### src/rtl/core/tadmd_pkg.sv
// ============================================================================
// tadmd_pkg: shared types and constants for the tilt angle motor drive
// Register indexes, field widths, reset values, drive codes, the sequencer
// state type and the CORDIC arctangent table in degrees.
// ============================================================================
package tadmd_pkg;

    // Default parameter values for the top level.
    localparam int CORDIC_STEPS_DEF = 16;
    localparam int SAMPLE_BITS_DEF  = 16;

    // Field widths.
    localparam int ANGLE_W  = 9;    // configured angle limits
    localparam int RATIO_W  = 17;   // smoothing weight, unsigned Q1.16
    localparam int DBAND_W  = 16;   // deadband half width
    localparam int VOL_W    = 18;   // volume, signed Q2.16
    localparam int DRIVE_W  = 2;
    localparam int CFG_IDX_W = 3;
    localparam int CFG_DATA_W = 18;

    // CORDIC angle accumulator (degrees, 16 fraction bits) and Q9.7 result.
    localparam int ZW    = 27;
    localparam int ANG_W = 16;
    localparam logic signed [ZW-1:0] HALF_TURN_Q16 = 27'sd11796480;
    localparam logic signed [ZW-1:0] HALF_TURN_Q7  = 27'sd23040;
    localparam logic signed [ZW-1:0] ROUND_Q7      = 27'sd256;

    // Volume limits.
    localparam logic signed [VOL_W-1:0] VOL_MAX = 18'sh1FFFF;
    localparam logic signed [VOL_W-1:0] VOL_MIN = 18'sh20000;

    // Configuration register indexes.
    localparam logic [CFG_IDX_W-1:0] CFG_MIN_ANGLE = 3'd0;
    localparam logic [CFG_IDX_W-1:0] CFG_MAX_ANGLE = 3'd1;
    localparam logic [CFG_IDX_W-1:0] CFG_SMOOTH    = 3'd2;
    localparam logic [CFG_IDX_W-1:0] CFG_DEADBAND  = 3'd3;
    localparam logic [CFG_IDX_W-1:0] CFG_TARGET    = 3'd4;

    // Configuration reset values.
    localparam logic [ANGLE_W-1:0] MIN_ANGLE_RST = 9'h192;   // -110 degrees
    localparam logic [ANGLE_W-1:0] MAX_ANGLE_RST = 9'd165;
    localparam logic [RATIO_W-1:0] SMOOTH_RST    = 17'd1311;
    localparam logic [RATIO_W-1:0] RATIO_ONE     = 17'd65536;
    localparam logic [DBAND_W-1:0] DEADBAND_RST  = 16'd131;
    localparam logic [VOL_W-1:0]   TARGET_RST    = 18'd0;

    // Motor drive codes.
    localparam logic [DRIVE_W-1:0] DRIVE_STOP  = 2'd0;
    localparam logic [DRIVE_W-1:0] DRIVE_LEFT  = 2'd1;
    localparam logic [DRIVE_W-1:0] DRIVE_RIGHT = 2'd2;

    // Input action codes.
    localparam logic ACT_REGULATE = 1'b0;

    typedef enum logic [3:0] {
        S_IDLE,
        S_CORD,
        S_PREP,
        S_DIV,
        S_SAT,
        S_MUL,
        S_UPD,
        S_DRIVE,
        S_OUT
    } t_state;

    // Result of the angle unit: a one-cycle done strobe and the Q9.7 angle.
    typedef struct packed {
        logic                    done;
        logic signed [ANG_W-1:0] angle;
    } t_cordic_res;

    // atan(2^-i) in degrees with 16 fraction bits.
    function automatic logic signed [ZW-1:0] atan_deg_q16(input logic [4:0] idx);
        logic signed [ZW-1:0] v;
        unique case (idx)
            5'd0:  v = 27'sd2949120;
            5'd1:  v = 27'sd1740967;
            5'd2:  v = 27'sd919879;
            5'd3:  v = 27'sd466945;
            5'd4:  v = 27'sd234379;
            5'd5:  v = 27'sd117304;
            5'd6:  v = 27'sd58666;
            5'd7:  v = 27'sd29335;
            5'd8:  v = 27'sd14668;
            5'd9:  v = 27'sd7334;
            5'd10: v = 27'sd3667;
            5'd11: v = 27'sd1833;
            5'd12: v = 27'sd917;
            5'd13: v = 27'sd458;
            5'd14: v = 27'sd229;
            5'd15: v = 27'sd115;
            5'd16: v = 27'sd57;
            5'd17: v = 27'sd29;
            5'd18: v = 27'sd14;
            5'd19: v = 27'sd7;
            5'd20: v = 27'sd4;
            5'd21: v = 27'sd2;
            5'd22: v = 27'sd1;
            default: v = '0;
        endcase
        return v;
    endfunction

endpackage

### src/rtl/core/tadmd_cordic.sv
// ============================================================================
// tadmd_cordic: iterative vectoring CORDIC for the tilt angle
// Rotates the sample vector onto the positive x axis one micro-rotation per
// cycle with a single shift/add datapath, then rounds the accumulated angle
// to Q9.7 degrees and clamps it to a half turn.
// ============================================================================
module tadmd_cordic #(
    parameter int CORDIC_STEPS = tadmd_pkg::CORDIC_STEPS_DEF,
    parameter int SAMPLE_BITS  = tadmd_pkg::SAMPLE_BITS_DEF
) (
    input  logic                          i_clk,
    input  logic                          i_rst_n,
    input  logic                          i_start,
    input  logic signed [SAMPLE_BITS-1:0] i_ax,
    input  logic signed [SAMPLE_BITS-1:0] i_ay,
    output tadmd_pkg::t_cordic_res        o_res
);
    import tadmd_pkg::*;

    // Samples are scaled by 2^16; three more bits cover sign and CORDIC gain.
    localparam int XW     = SAMPLE_BITS + 19;
    localparam int STEP_W = $clog2(CORDIC_STEPS);
    localparam logic [STEP_W-1:0] LAST_STEP = STEP_W'(CORDIC_STEPS - 1);

    logic signed [XW-1:0]    r_x, r_y;
    logic signed [ZW-1:0]    r_z;
    logic [STEP_W-1:0]       r_cnt;
    logic                    r_run, r_round, r_done, r_zero;
    logic signed [ANG_W-1:0] r_angle;

    logic signed [XW-1:0] x0, y0, sx, sy;
    logic signed [ZW-1:0] atan_v, z_rnd;
    logic                 rot_pos;

    assign x0 = {{3{i_ax[SAMPLE_BITS-1]}}, i_ax, 16'b0};
    assign y0 = {{3{i_ay[SAMPLE_BITS-1]}}, i_ay, 16'b0};

    assign sx      = r_x >>> r_cnt;
    assign sy      = r_y >>> r_cnt;
    assign atan_v  = atan_deg_q16(5'(r_cnt));
    assign rot_pos = !r_y[XW-1] && (r_y != '0);
    assign z_rnd   = (r_z + ROUND_Q7) >>> 9;

    always_ff @(posedge i_clk) begin
        if (!i_rst_n) begin
            r_run   <= 1'b0;
            r_round <= 1'b0;
            r_done  <= 1'b0;
        end else begin
            r_done  <= r_round;
            r_round <= r_run && (r_cnt == LAST_STEP);
            if (i_start) begin
                r_run <= 1'b1;
            end else if (r_run && (r_cnt == LAST_STEP)) begin
                r_run <= 1'b0;
            end
        end
    end

    always_ff @(posedge i_clk) begin
        if (i_start) begin
            // A vector in the left half plane is mirrored and starts at a half turn.
            r_cnt  <= '0;
            r_zero <= (i_ax == '0) && (i_ay == '0);
            if (i_ax[SAMPLE_BITS-1]) begin
                r_x <= -x0;
                r_y <= -y0;
                r_z <= i_ay[SAMPLE_BITS-1] ? -HALF_TURN_Q16 : HALF_TURN_Q16;
            end else begin
                r_x <= x0;
                r_y <= y0;
                r_z <= '0;
            end
        end else if (r_run) begin
            r_cnt <= r_cnt + 1'b1;
            if (rot_pos) begin
                r_x <= r_x + sy;
                r_y <= r_y - sx;
                r_z <= r_z + atan_v;
            end else begin
                r_x <= r_x - sy;
                r_y <= r_y + sx;
                r_z <= r_z - atan_v;
            end
        end
        if (r_round) begin
            if (r_zero) begin
                r_angle <= '0;
            end else if (z_rnd > HALF_TURN_Q7) begin
                r_angle <= ANG_W'(HALF_TURN_Q7);
            end else if (z_rnd < -HALF_TURN_Q7) begin
                r_angle <= ANG_W'(-HALF_TURN_Q7);
            end else begin
                r_angle <= ANG_W'(z_rnd);
            end
        end
    end

    assign o_res.done  = r_done;
    assign o_res.angle = r_angle;

endmodule

### src/rtl/core/tilt_angle_deadband_motor_drive.sv
// ============================================================================
// tilt_angle_deadband_motor_drive: tilt angle to volume with motor drive
// Finds the tilt angle of two accelerometer samples, maps it to a volume,
// smooths the volume and drives a motor toward a target with a deadband.
// ============================================================================
//
//  Channel   Direction  Handshake                   Payload
//  input     in         i_in_valid / o_in_ready     i_action, i_accel_y, i_accel_z
//  output    out        o_out_valid / i_out_ready   o_volume, o_drive
//  config    in         i_cfg_we (no wait)          i_cfg_idx, i_cfg_data
//
//  A transfer's result comes from the one-step-per-cycle CORDIC and the
//  two-bits-per-cycle divider; o_in_ready rises with the result, so an item
//  is taken only once the one before it is through.
//  A waiting result sits in the output register while the next item runs;
//  that item then holds in its last step until the result is taken.
//  Synchronous active-low reset clears control state, loads the register defaults.
//
module tilt_angle_deadband_motor_drive #(
    parameter int CORDIC_STEPS = tadmd_pkg::CORDIC_STEPS_DEF,
    parameter int SAMPLE_BITS  = tadmd_pkg::SAMPLE_BITS_DEF
) (
    input  logic                                  i_clk,
    input  logic                                  i_rst_n,
    input  logic                                  i_in_valid,
    output logic                                  o_in_ready,
    input  logic                                  i_action,
    input  logic signed [SAMPLE_BITS-1:0]         i_accel_y,
    input  logic signed [SAMPLE_BITS-1:0]         i_accel_z,
    output logic                                  o_out_valid,
    input  logic                                  i_out_ready,
    output logic signed [tadmd_pkg::VOL_W-1:0]    o_volume,
    output logic [tadmd_pkg::DRIVE_W-1:0]         o_drive,
    input  logic                                  i_cfg_we,
    input  logic [tadmd_pkg::CFG_IDX_W-1:0]       i_cfg_idx,
    input  logic [tadmd_pkg::CFG_DATA_W-1:0]      i_cfg_data
);
    import tadmd_pkg::*;

    // Divider: 27-bit dividend padded to an even width, two quotient bits a cycle.
    localparam int DIVW      = 28;
    localparam int DIV_STEPS = DIVW / 2;
    localparam int DCNT_W    = $clog2(DIV_STEPS);
    localparam int REM_W     = 10;
    localparam int NUM_W     = 26;
    localparam int PROD_W    = 37;
    localparam logic [DCNT_W-1:0] DIV_LAST = DCNT_W'(DIV_STEPS - 1);
    localparam logic [DIVW-1:0]   Q_POS_MAX = DIVW'(131071);
    localparam logic [DIVW-1:0]   Q_NEG_MAX = DIVW'(131072);

    t_state r_state, n_state;

    // Configuration registers.
    logic [ANGLE_W-1:0] r_min_angle, r_max_angle;
    logic [RATIO_W-1:0] r_smooth;
    logic [DBAND_W-1:0] r_deadband;
    logic [VOL_W-1:0]   r_target;

    // Datapath registers.
    logic                    r_action;
    logic                    r_neg, r_dzero;
    logic [REM_W-1:0]        r_dvs, r_rem;
    logic [DIVW-1:0]         r_quo;
    logic [DCNT_W-1:0]       r_cnt;
    logic signed [VOL_W-1:0] r_raw, r_avg;
    logic signed [PROD_W-1:0] r_prod;
    logic                    r_primed;
    logic [DRIVE_W-1:0]      r_motor;
    logic                    r_out_valid;
    logic signed [VOL_W-1:0] r_out_volume;
    logic [DRIVE_W-1:0]      r_out_drive;

    // Sequencer decodes.
    logic in_xfer, out_load;

    t_cordic_res cres;

    tadmd_cordic #(
        .CORDIC_STEPS(CORDIC_STEPS),
        .SAMPLE_BITS (SAMPLE_BITS)
    ) u_cordic (
        .i_clk  (i_clk),
        .i_rst_n(i_rst_n),
        .i_start(in_xfer),
        .i_ax   (i_accel_y),
        .i_ay   (i_accel_z),
        .o_res  (cres)
    );

    // ---------------------------------------------------------------- sequencer
    always_comb begin
        n_state = r_state;
        unique case (r_state)
            S_IDLE:  if (i_in_valid) n_state = S_CORD;
            S_CORD:  if (cres.done) n_state = S_PREP;
            S_PREP:  n_state = S_DIV;
            S_DIV:   if (r_cnt == DIV_LAST) n_state = S_SAT;
            S_SAT:   n_state = S_MUL;
            S_MUL:   n_state = S_UPD;
            S_UPD:   n_state = S_DRIVE;
            S_DRIVE: n_state = S_OUT;
            S_OUT:   if (!r_out_valid || i_out_ready) n_state = S_IDLE;
            default: n_state = S_IDLE;
        endcase
    end

    always_comb begin
        o_in_ready = (r_state == S_IDLE);
        in_xfer    = (r_state == S_IDLE) && i_in_valid;
        out_load   = (r_state == S_OUT) && (!r_out_valid || i_out_ready);
    end

    always_ff @(posedge i_clk) begin
        if (!i_rst_n) begin
            r_state <= S_IDLE;
        end else begin
            r_state <= n_state;
        end
    end

    // ------------------------------------------------------------ configuration
    always_ff @(posedge i_clk) begin
        if (!i_rst_n) begin
            r_min_angle <= MIN_ANGLE_RST;
            r_max_angle <= MAX_ANGLE_RST;
            r_smooth    <= SMOOTH_RST;
            r_deadband  <= DEADBAND_RST;
            r_target    <= TARGET_RST;
        end else if (i_cfg_we) begin
            unique case (i_cfg_idx)
                CFG_MIN_ANGLE: r_min_angle <= i_cfg_data[ANGLE_W-1:0];
                CFG_MAX_ANGLE: r_max_angle <= i_cfg_data[ANGLE_W-1:0];
                CFG_SMOOTH:    r_smooth    <= i_cfg_data[RATIO_W-1:0];
                CFG_DEADBAND:  r_deadband  <= i_cfg_data[DBAND_W-1:0];
                CFG_TARGET:    r_target    <= i_cfg_data[VOL_W-1:0];
                default: ;
            endcase
        end
    end

    // -------------------------------------------------------- angle to numerator
    logic signed [ANG_W-1:0]   lo_q7;
    logic signed [ANG_W:0]     ang_off;
    logic signed [NUM_W-1:0]   num;
    logic [NUM_W-1:0]          num_mag;
    logic signed [ANGLE_W:0]   den;
    logic [ANGLE_W-1:0]        den_mag;

    always_comb begin
        lo_q7   = {r_min_angle, 7'b0};
        ang_off = (ANG_W + 1)'(cres.angle) - (ANG_W + 1)'(lo_q7);
        num     = {ang_off, 9'b0};
        num_mag = num[NUM_W-1] ? NUM_W'(-num) : NUM_W'(num);
        den     = (ANGLE_W + 1)'(signed'(r_max_angle)) - (ANGLE_W + 1)'(signed'(r_min_angle));
        den_mag = den[ANGLE_W] ? ANGLE_W'(-den) : ANGLE_W'(den);
    end

    // ------------------------------------------------------ restoring divider
    logic [REM_W:0]   div_t;
    logic [REM_W-1:0] n_rem;
    logic [DIVW-1:0]  n_quo;

    always_comb begin
        n_rem = r_rem;
        n_quo = r_quo;
        div_t = '0;
        for (int k = 0; k < 2; k++) begin
            div_t = {n_rem, n_quo[DIVW-1]};
            n_quo = {n_quo[DIVW-2:0], 1'b0};
            if (div_t >= {1'b0, r_dvs}) begin
                div_t    = div_t - {1'b0, r_dvs};
                n_quo[0] = 1'b1;
            end
            n_rem = div_t[REM_W-1:0];
        end
    end

    // -------------------------------------------------- saturate and smooth
    logic signed [VOL_W-1:0]  raw_sat;
    logic [RATIO_W-1:0]       ratio;
    logic signed [VOL_W:0]    vol_diff;
    logic signed [PROD_W-1:0] prod_rnd;
    logic signed [20:0]       avg_step;
    logic signed [21:0]       avg_sum;
    logic signed [VOL_W-1:0]  avg_next;
    logic signed [VOL_W:0]    tgt_diff, db_pos;

    always_comb begin
        if (r_dzero) begin
            raw_sat = '0;
        end else if (r_neg) begin
            raw_sat = (r_quo > Q_NEG_MAX) ? VOL_MIN : -VOL_W'(r_quo);
        end else begin
            raw_sat = (r_quo > Q_POS_MAX) ? VOL_MAX : VOL_W'(r_quo);
        end

        ratio    = (r_smooth > RATIO_ONE) ? RATIO_ONE : r_smooth;
        vol_diff = (VOL_W + 1)'(r_raw) - (VOL_W + 1)'(r_avg);

        // Round the weighted step to nearest by adding half before the shift.
        prod_rnd = r_prod + PROD_W'(32768);
        avg_step = prod_rnd[PROD_W-1:16];
        avg_sum  = 22'(r_avg) + 22'(avg_step);
        if (avg_sum > 22'(VOL_MAX)) begin
            avg_next = VOL_MAX;
        end else if (avg_sum < 22'(VOL_MIN)) begin
            avg_next = VOL_MIN;
        end else begin
            avg_next = VOL_W'(avg_sum);
        end

        tgt_diff = (VOL_W + 1)'(signed'(r_target)) - (VOL_W + 1)'(r_avg);
        db_pos   = signed'({3'b0, r_deadband});
    end

    // ---------------------------------------------------------------- datapath
    always_ff @(posedge i_clk) begin
        if (in_xfer) begin
            r_action <= i_action;
        end
        if (r_state == S_PREP) begin
            r_cnt   <= '0;
            r_dzero <= (den == '0);
            r_neg   <= num[NUM_W-1] ^ den[ANGLE_W];
            r_dvs   <= {den_mag, 1'b0};
            r_rem   <= '0;
            r_quo   <= DIVW'({num_mag, 1'b0}) + DIVW'(den_mag);
        end else if (r_state == S_DIV) begin
            r_cnt <= r_cnt + 1'b1;
            r_rem <= n_rem;
            r_quo <= n_quo;
        end
        if (r_state == S_SAT) begin
            r_raw <= raw_sat;
        end
        if (r_state == S_MUL) begin
            r_prod <= signed'({1'b0, ratio}) * vol_diff;
        end
        if (out_load) begin
            r_out_volume <= r_avg;
            r_out_drive  <= r_motor;
        end
    end

    always_ff @(posedge i_clk) begin
        if (!i_rst_n) begin
            r_avg       <= '0;
            r_primed    <= 1'b0;
            r_motor     <= DRIVE_STOP;
            r_out_valid <= 1'b0;
        end else begin
            if (r_state == S_UPD) begin
                // The first sample after reset loads the average directly.
                r_avg    <= r_primed ? avg_next : r_raw;
                r_primed <= 1'b1;
            end
            if (r_state == S_DRIVE && r_action == ACT_REGULATE) begin
                if (tgt_diff > db_pos) begin
                    r_motor <= DRIVE_RIGHT;
                end else if (tgt_diff < -db_pos) begin
                    r_motor <= DRIVE_LEFT;
                end else begin
                    r_motor <= DRIVE_STOP;
                end
            end
            if (out_load) begin
                r_out_valid <= 1'b1;
            end else if (i_out_ready) begin
                r_out_valid <= 1'b0;
            end
        end
    end

    assign o_out_valid = r_out_valid;
    assign o_volume    = r_out_volume;
    assign o_drive     = r_out_drive;

    // -------------------------------------------------------------- assertions
    a_start_cordic: assert property (@(posedge i_clk) disable iff (!i_rst_n)
        (i_in_valid && o_in_ready) |=> (r_state == S_CORD))
        else $error("transfer did not start the angle unit");

    a_motor_code: assert property (@(posedge i_clk) disable iff (!i_rst_n)
        (r_motor == DRIVE_STOP) || (r_motor == DRIVE_LEFT) || (r_motor == DRIVE_RIGHT))
        else $error("motor state holds an unused code");

    a_report_holds: assert property (@(posedge i_clk) disable iff (!i_rst_n)
        (r_state == S_DRIVE && r_action != ACT_REGULATE) |=> $stable(r_motor))
        else $error("report item changed the motor state");

    a_result_source: assert property (@(posedge i_clk) disable iff (!i_rst_n)
        $rose(r_out_valid) |-> ($past(r_state) == S_OUT))
        else $error("result appeared outside the final step");

    a_primed_after_update: assert property (@(posedge i_clk) disable iff (!i_rst_n)
        (r_state == S_UPD) |=> r_primed)
        else $error("average update left the block unprimed");

endmodule

### config.mk
export PLATFORM = sky130hd
export DESIGN_NAME = tilt_angle_deadband_motor_drive
export DESIGN_NICKNAME = d
export VERILOG_FILES = /design/src/rtl/core/tadmd_pkg.sv /design/src/rtl/core/tadmd_cordic.sv /design/src/rtl/core/tilt_angle_deadband_motor_drive.sv
export SDC_FILE = /design/constraint.sdc
export NUM_CORES = 2
export LEC_CHECK = 0
export ABC_CLOCK_PERIOD_IN_PS = 10500
export BUFFER_PORTS_ARGS = -buffer_cell sky130_fd_sc_hd__buf_2
export CORE_ASPECT_RATIO = 1.1
export CORE_MARGIN = 8
export CORE_UTILIZATION = 60
export CTS_CLUSTER_SIZE = 25
export DETAILED_ROUTE_END_ITERATION = 8
export MAX_ROUTING_LAYER = met4
export PLACE_DENSITY_LB_ADDON = 0.25
export SETUP_SLACK_MARGIN = 0.1
export SYNTH_ARGS = -nofsm -noshare
export SYNTH_HDL_FRONTEND = slang
export SYNTH_SLANG_ARGS = --single-unit
### constraint.sdc
create_clock -name i_clk -period 10.5 [get_ports i_clk]
set_input_delay 0.525 -clock i_clk [delete_from_list [all_inputs] [get_ports i_clk]]
set_output_delay 0.525 -clock i_clk [all_outputs]
set_load 0.01 [all_outputs]
; ---- After elaboration in Yosys (flattened, before gate mapping)
; Memories as Yosys holds them, arrays and structs flattened. A register that Yosys moved wholly into a read port is not among the register bits.
; Cells that the tools add are included.
[totals]
ff_bits = 345
latchBits = 0
ram_bits = 0
mem_bits_ro = 352
n_memories = 1
[mem_list]
columns = name, depth, word_bits, rd, rd_ports_with_merged_regs, wr, line
row1 = (name not given), 16, 22, 1, 1, 0, tadmd_pkg.sv:76  ; unique case (idx)
[classes]
addsub = 24
multipliers = 1
div = 0
magnitude_cmp = 11
n_eq_ne = 18
shifts = 2
muxes = 43
n_bitwise = 2
reduce_logical = 27
[op_table]
columns = cell, n
row1 = $mux W35, 8
row2 = $mux W27, 5
row3 = $mux W18, 6
row4 = $add A35 B35 Y35, 2
row5 = $neg A32 Y35, 2
row6 = $sshr A35 B4 Y35, 2
row7 = $sub A35 B35 Y35, 2
row8 = $mux W28, 2
row9 = $sub A18 B18 Y19, 2
row10 = $add A37 B17 Y37 const B, 1
row11 = $mul A18 B19 Y37, 1
row12 = $pmux W4 S9, 1
row13 = $reduce_bool A35 Y1, 1
row14 = $logic_not A16 Y1, 2
row15 = $add A27 B9 Y28, 1
row16 = $gt A28 B17 Y1 const B, 1
row17 = $gt A28 B18 Y1 const B, 1
row18 = $add A27 B10 Y27 const B, 1
row19 = $add A27 B27 Y27, 1
row20 = $sub A27 B27 Y27, 1
row21 = $mux W26, 1
row22 = $neg A26 Y26, 1
row23 = $mux W4, 6
row24 = $add A18 B21 Y22, 1
row25 = other kinds (44), 76

; ---- Logic depth before layout (Yosys ltp)
[depth]
ltp_word = 6
mapped_depth = 37
depth_no_buf = 36

; ---- Hierarchy
; Synthesis repeated with hierarchy kept, for this count alone.
[unflattened]
cells_unflattened = 4918
area_unflattened_um2 = 42246.8
[modules_own_cells]
columns = mod, n_inst, cells_per_inst, area_per_inst_um2, seq_area_each_um2
row1 = tilt_angle_deadband_motor_drive, 1, 2990, 25818.5, 5185.0
row2 = tadmd_cordic, 1, 1928, 16428.3, 4003.8

; ---- Least setup slack after synthesis
; OpenSTA, ideal clock, no wires.
[synth_timing]
path_type = register -> register
startpoint = register r_raw[0]
endpoint = register r_prod[36], data pin
t_arrival_ps = 8447
required_ps = 10240
setup_slack_ps = 1793
path_stages_with_launch = 35
n_path_buf = 2
synth_period_minus_slack_ps = 8707
path_cell_list = edfxtp_1 inv_1 ha_1 fa_1 nor2b_1 o21ai_0 a21boi_0 or4_1 a311oi_1 o21ai_0 a211oi_1 nor2_1 o21a_1 clkbuf_1 nor2_1 fa_1 fa_1 clkbuf_1 inv_1 fa_1 fa_1 fa_1 fa_1 inv_1 ha_1 inv_1 o21bai_1 a21o_1 a21o_1 a21oi_1 o21a_1 nand3b_1 a31o_2 a21oi_1 xnor2_1
[synth_between]
elab_chain_cells = 2
[synth_lines]
columns = element, line
row1 = from (decl), tilt_angle_deadband_motor_drive.sv:65  ; logic signed [VOL_W-1:0] r_raw, r_avg;
row2 = from (signal assigned), tilt_angle_deadband_motor_drive.sv:234  ; r_raw <= raw_sat;
row3 = $sub A18 B18 Y19, tilt_angle_deadband_motor_drive.sv:198  ; vol_diff = (VOL_W + 1)'(r_raw) - (VOL_W + 1)'(r_avg);
row4 = $mul A18 B19 Y37, tilt_angle_deadband_motor_drive.sv:237  ; r_prod <= signed'({1'b0, ratio}) * vol_diff;
row5 = to (signal assigned), tilt_angle_deadband_motor_drive.sv:237
row6 = to (decl), tilt_angle_deadband_motor_drive.sv:66  ; logic signed [PROD_W-1:0] r_prod;
; Every way passes these cells.
; A chain may end at the register's enable or synchronous reset.

; ---- Final worst setup path
[layout_timing]
startpoint = register r_avg[2]
endpoint = register r_prod[36], data pin
[layout_between]
elab_chain_cells = 2
[layout_lines]
columns = element, line
row1 = from (decl), tilt_angle_deadband_motor_drive.sv:65
row2 = from (signal assigned), tilt_angle_deadband_motor_drive.sv:254  ; r_avg <= r_primed ? avg_next : r_raw;
row3 = $sub A18 B18 Y19, tilt_angle_deadband_motor_drive.sv:198
row4 = $mul A18 B19 Y37, tilt_angle_deadband_motor_drive.sv:237
; Every way passes these cells.

==> results.py <==
metrics = {
    "cts": {
        "hold_buffers": 0,
        "post_cts_buffers": 0,
        "cts_root_buffer": "clkbuf_16",
        "cts_resized": 0,
        "clockBufferDepth": 3,
        "clk_latency_ps": 610,
        "cts_tree": "yes",
        "cts_max_level": 2,
        "cts_buffers": 42,
        "clk_pin_slew_ps": 70,
        "cts.sinks": 352,
    },
    "timing": {
        "slew_headroom_pct": 17.5,
        "hold_ws_ps": 162,
        "setup_viol": 0,
        "grt_setup_unrepaired": "no",
        "clock_skew_ps": 23.6,
        "fin_setup_tns_ps": 0,
        "hold_viol": 0,
        "tightest_slew_ps": 1240,
        "worst_slack_ps": 788,
        "final_max_slew_viol_count": 0,
        "period_needed_ps": 9710,
        "timing.final.crit_share_pct": 92.5,
        "fmax_ghz": 0.103,
    },
    "floorplan": {
        "die_h_um": 296,
        "start_util_pct": 60.7,
        "dieWidth_um": 270,
        "die_area_sq_um": 80000,
        "io_pins": 81,
        "rows": 102,
        "fp.coreArea_sq_um": 70400,
    },
    "hold_path": {
        "min_path_cells": 1,
        "min_from": "i_action",
        "hp-class": "input port to register",
    },
    "power_and_ir_drop": {
        "leakage_uw": 0.0196,
        "p_per_area_nw_per_um2": 387,
        "max-vdd-ir-drop_mv": 0.405,
    },
    "logic_synthesis": {
        "synth_ff_type": "edfxtp_1",
        "avgSynthCellArea_sq_um": 8.68,
        "synthDistinctLibCells": 92,
        "synth_top_family_by_area": "adder cells",
        "yosysTopAreaCell": "fa_1",
        "synthSimpleGateAreaFrac_pct": 17.1,
        "synthTopCellsByArea": "fa_1 15%, edfxtp_1 15%, ha_1 9.7%, dfxtp_1 6.5%, nand2_1 5.4%",
        "ys_seq_area_share_pct": 21.5,
        "yosysWarnings": 0,
        "ys_ff_latch": 352,
        "syn-instance-count": 4922,
        "synth-xor-area-share_pct": 7.77,
        "synth_edf_count": 214,
        "synthMuxAreaShare_pct": 6.81,
        "syn_nets": 5641,
        "synthAdderAreaFrac_pct": 25.1,
        "async_flop_share_pct": 0,
        "syn_area_sq_um": 42700,
        "synth-compound-area-share_pct": 15.0,
        "yosys.area.top_type_share_pct": 15.4,
    },
    "setup_path": {
        "cp_max_fo": 14,
        "cp-startpoint": "r_avg[2]$_SDFFE_PN0P_",
        "cp_slowest_stage_delay_ps": 820,
        "crit_arrival_ps": 10040,
        "r2r.worst_path.cells": 31,
        "cp_slowest_cell": "fa_1",
        "cp.required_ps": 10820,
        "rr_startpoint": "r_avg[2]$_SDFFE_PN0P_",
        "crit_top_cell": "fa_1",
        "criticalPathCategory": "register to register",
        "crit_path_end_kind": "register",
        "worst_setup_path_start_kind": "register",
    },
    "global_routing": {
        "grt_max_degree": 85,
        "grt_pass1_wl_mm": 190,
        "grt_antenna_before_repair": 9,
        "gr-max-usage-layer": "met2",
        "grt_use_met3_pct": 5.37,
        "grt_util_all_layers_pct": 30.4,
        "use_met1_pct": 35.8,
        "met2_usage_pct": 50.0,
        "grt_pass1_vias": 35152,
        "grt-ovfl-total": 0,
    },
    "placed_design": {
        "place_congestion": 1.02,
        "place_ws_ps": 911,
        "port_buffers": 80,
        "dp_hpwl_mm": 95.4,
    },
    "drt": {
        "vias_per_cell": 6.07,
        "wl_per_cell_um": 20.5,
        "drtIter0Drc": 2759,
        "ant_nets": 0,
        "vias": 35750,
        "firstDrtPassIters": 6,
        "drc": 0,
        "routed_wl_mm": 121,
    },
    "layout": {
        "nets": 5629,
        "syn_to_final_growth_pct": 6.08,
        "drive_gt1_share_pct": 8.05,
        "fillers": 6120,
    },
    "run_status": {
        "outcome": "completed",
    },
    "run": {
        "max_cap_violations": 0,
    },
}
==> cell families after synthesis <==
kind of cell / count (synthesis)
xor gates and xnor gates: 379
and+or+nand+nor: 1578
AOI/OAI and AO/OA: 1012
muxes: 200
buffers and inverters: 740
DFF: 352
adders and majority gates: 661
==> layout make-up <==
type / count / area [sq um] / share of cell area (%)
timing repair buffer: 130 / 776 / 1.71
multi-input combinational: 3830 / 30700 / 67.8
tap: 936 / 1170 / 2.58
clock buffer: 58 / 1170 / 2.57
antenna: 10 / 25.0 / 0.0552
clock inverter: 20 / 181 / 0.400
sequential: 352 / 9200 / 20.3
inverter: 554 / 2080 / 4.59
==> placed cells by master, fill, tap and decap left out, types with 60 or more instances in the layout <==
master | synthesis | layout
o21ai_0 | 259 | 259
buf_2 | 15 | 80
fa_1 | 328 | 328
xnor2_1 | 234 | 234
nand3_1 | 74 | 74
a21o_1 | 82 | 82
mux4_2 | 66 | 66
mux2_2 | 62 | 62
nor3_1 | 76 | 74
edfxtp_1 | 214 | 214
ha_1 | 332 | 332
inv_1 | 550 | 548
a21boi_0 | 62 | 62
nand2_1 | 616 | 615
dfxtp_1 | 138 | 134
a21oi_1 | 253 | 253
mux2i_1 | 71 | 71
xor2_1 | 145 | 145
and2_1 | 60 | 60
nor2_1 | 417 | 416
==> layer usage <==
metal | vias up | share of wire [%] | wire length, um
met2 | 1317 | 47 | 56700
li1 | 16953 | - | -
met4 | 0 | 6.1 | 7400
met1 | 17102 | 40 | 48100
met3 | 378 | 7.0 | 8450
met5 | - | 0 | 0
==> report_power, final <==
| group | switching (uW) | leakage, uW | internal [uW] |
|---|---|---|---|
| clock | 636 | 0.000668 | 794 |
| combinational | 7480 | 0.0159 | 5670 |
| sequential | 576 | 0.00311 | 2400 |
| total | 8690 | 0.0196 | 8870 |
==> critical path: cells and delay by family (launching register included) <==
| family | cells | cell delay, ps |
|---|---|---|
| AOI/OAI and AO/OA | 15 | 3430 |
| xor gates and xnor gates | 1 | 80 |
| adders and majority gates | 8 | 4090 |
| buffers and inverters | 3 | 200 |
| DFF | 1 | 390 |
| and+or+nand+nor | 4 | 1230 |
==> cell usage after synthesis (138+ instances only) <==
cell type	count
xnor2_1	234
nor2_1	417
ha_1	332
edfxtp_1	214
inv_1	550
clkbuf_1	145
dfxtp_1	138
a21oi_1	253
o21ai_0	259
fa_1	328
xor2_1	145
nand2_1	616
==> sequential cells by signal, summed over array words and instances, names as in the netlist, 2 cells and up <==
signal            count
u_cordic.r_x         35
u_cordic.r_y         35
r_quo                28
u_cordic.r_z         27
r_prod               22
u_cordic.atan_v      22
o_volume             18
r_avg                18
r_raw                18
r_target             18
r_smooth             17
r_deadband           16
u_cordic.r_angle     16
r_rem                10
r_dvs                 9
r_max_angle           9
r_min_angle           9
r_cnt                 4
r_state               4
u_cordic.r_cnt        4
o_drive               2
r_motor               2
==> path summary, 6_finish.rpt <==
check | endpoint | slack [ps]
worst max-delay path | r_prod[36]$_DFFE_PP_ | 790
worst min-delay path | r_action$_DFFE_PP_ | 160
worst max register to register | r_prod[36]$_DFFE_PP_ | 790
worst min register to register | o_drive[1]$_DFFE_PP_ | 440
==> per-stage QoR <==
step | area, sq um | utilization (%) | total power, uW | cells
finish | 45300 | 64.4 | 17600 | 5890
global route | 45300 | 64.4 | 19200 | 5888
CTS | 45300 | 64.3 | 17500 | 5880
detailed placement | 44000 | 62.4 | 15900 | 5802
global placement | 44000 | 62.4 | 15700 | 5802
floorplan | 42700 | - | 13100 | 4922
(Power assumes the default switching activity.)
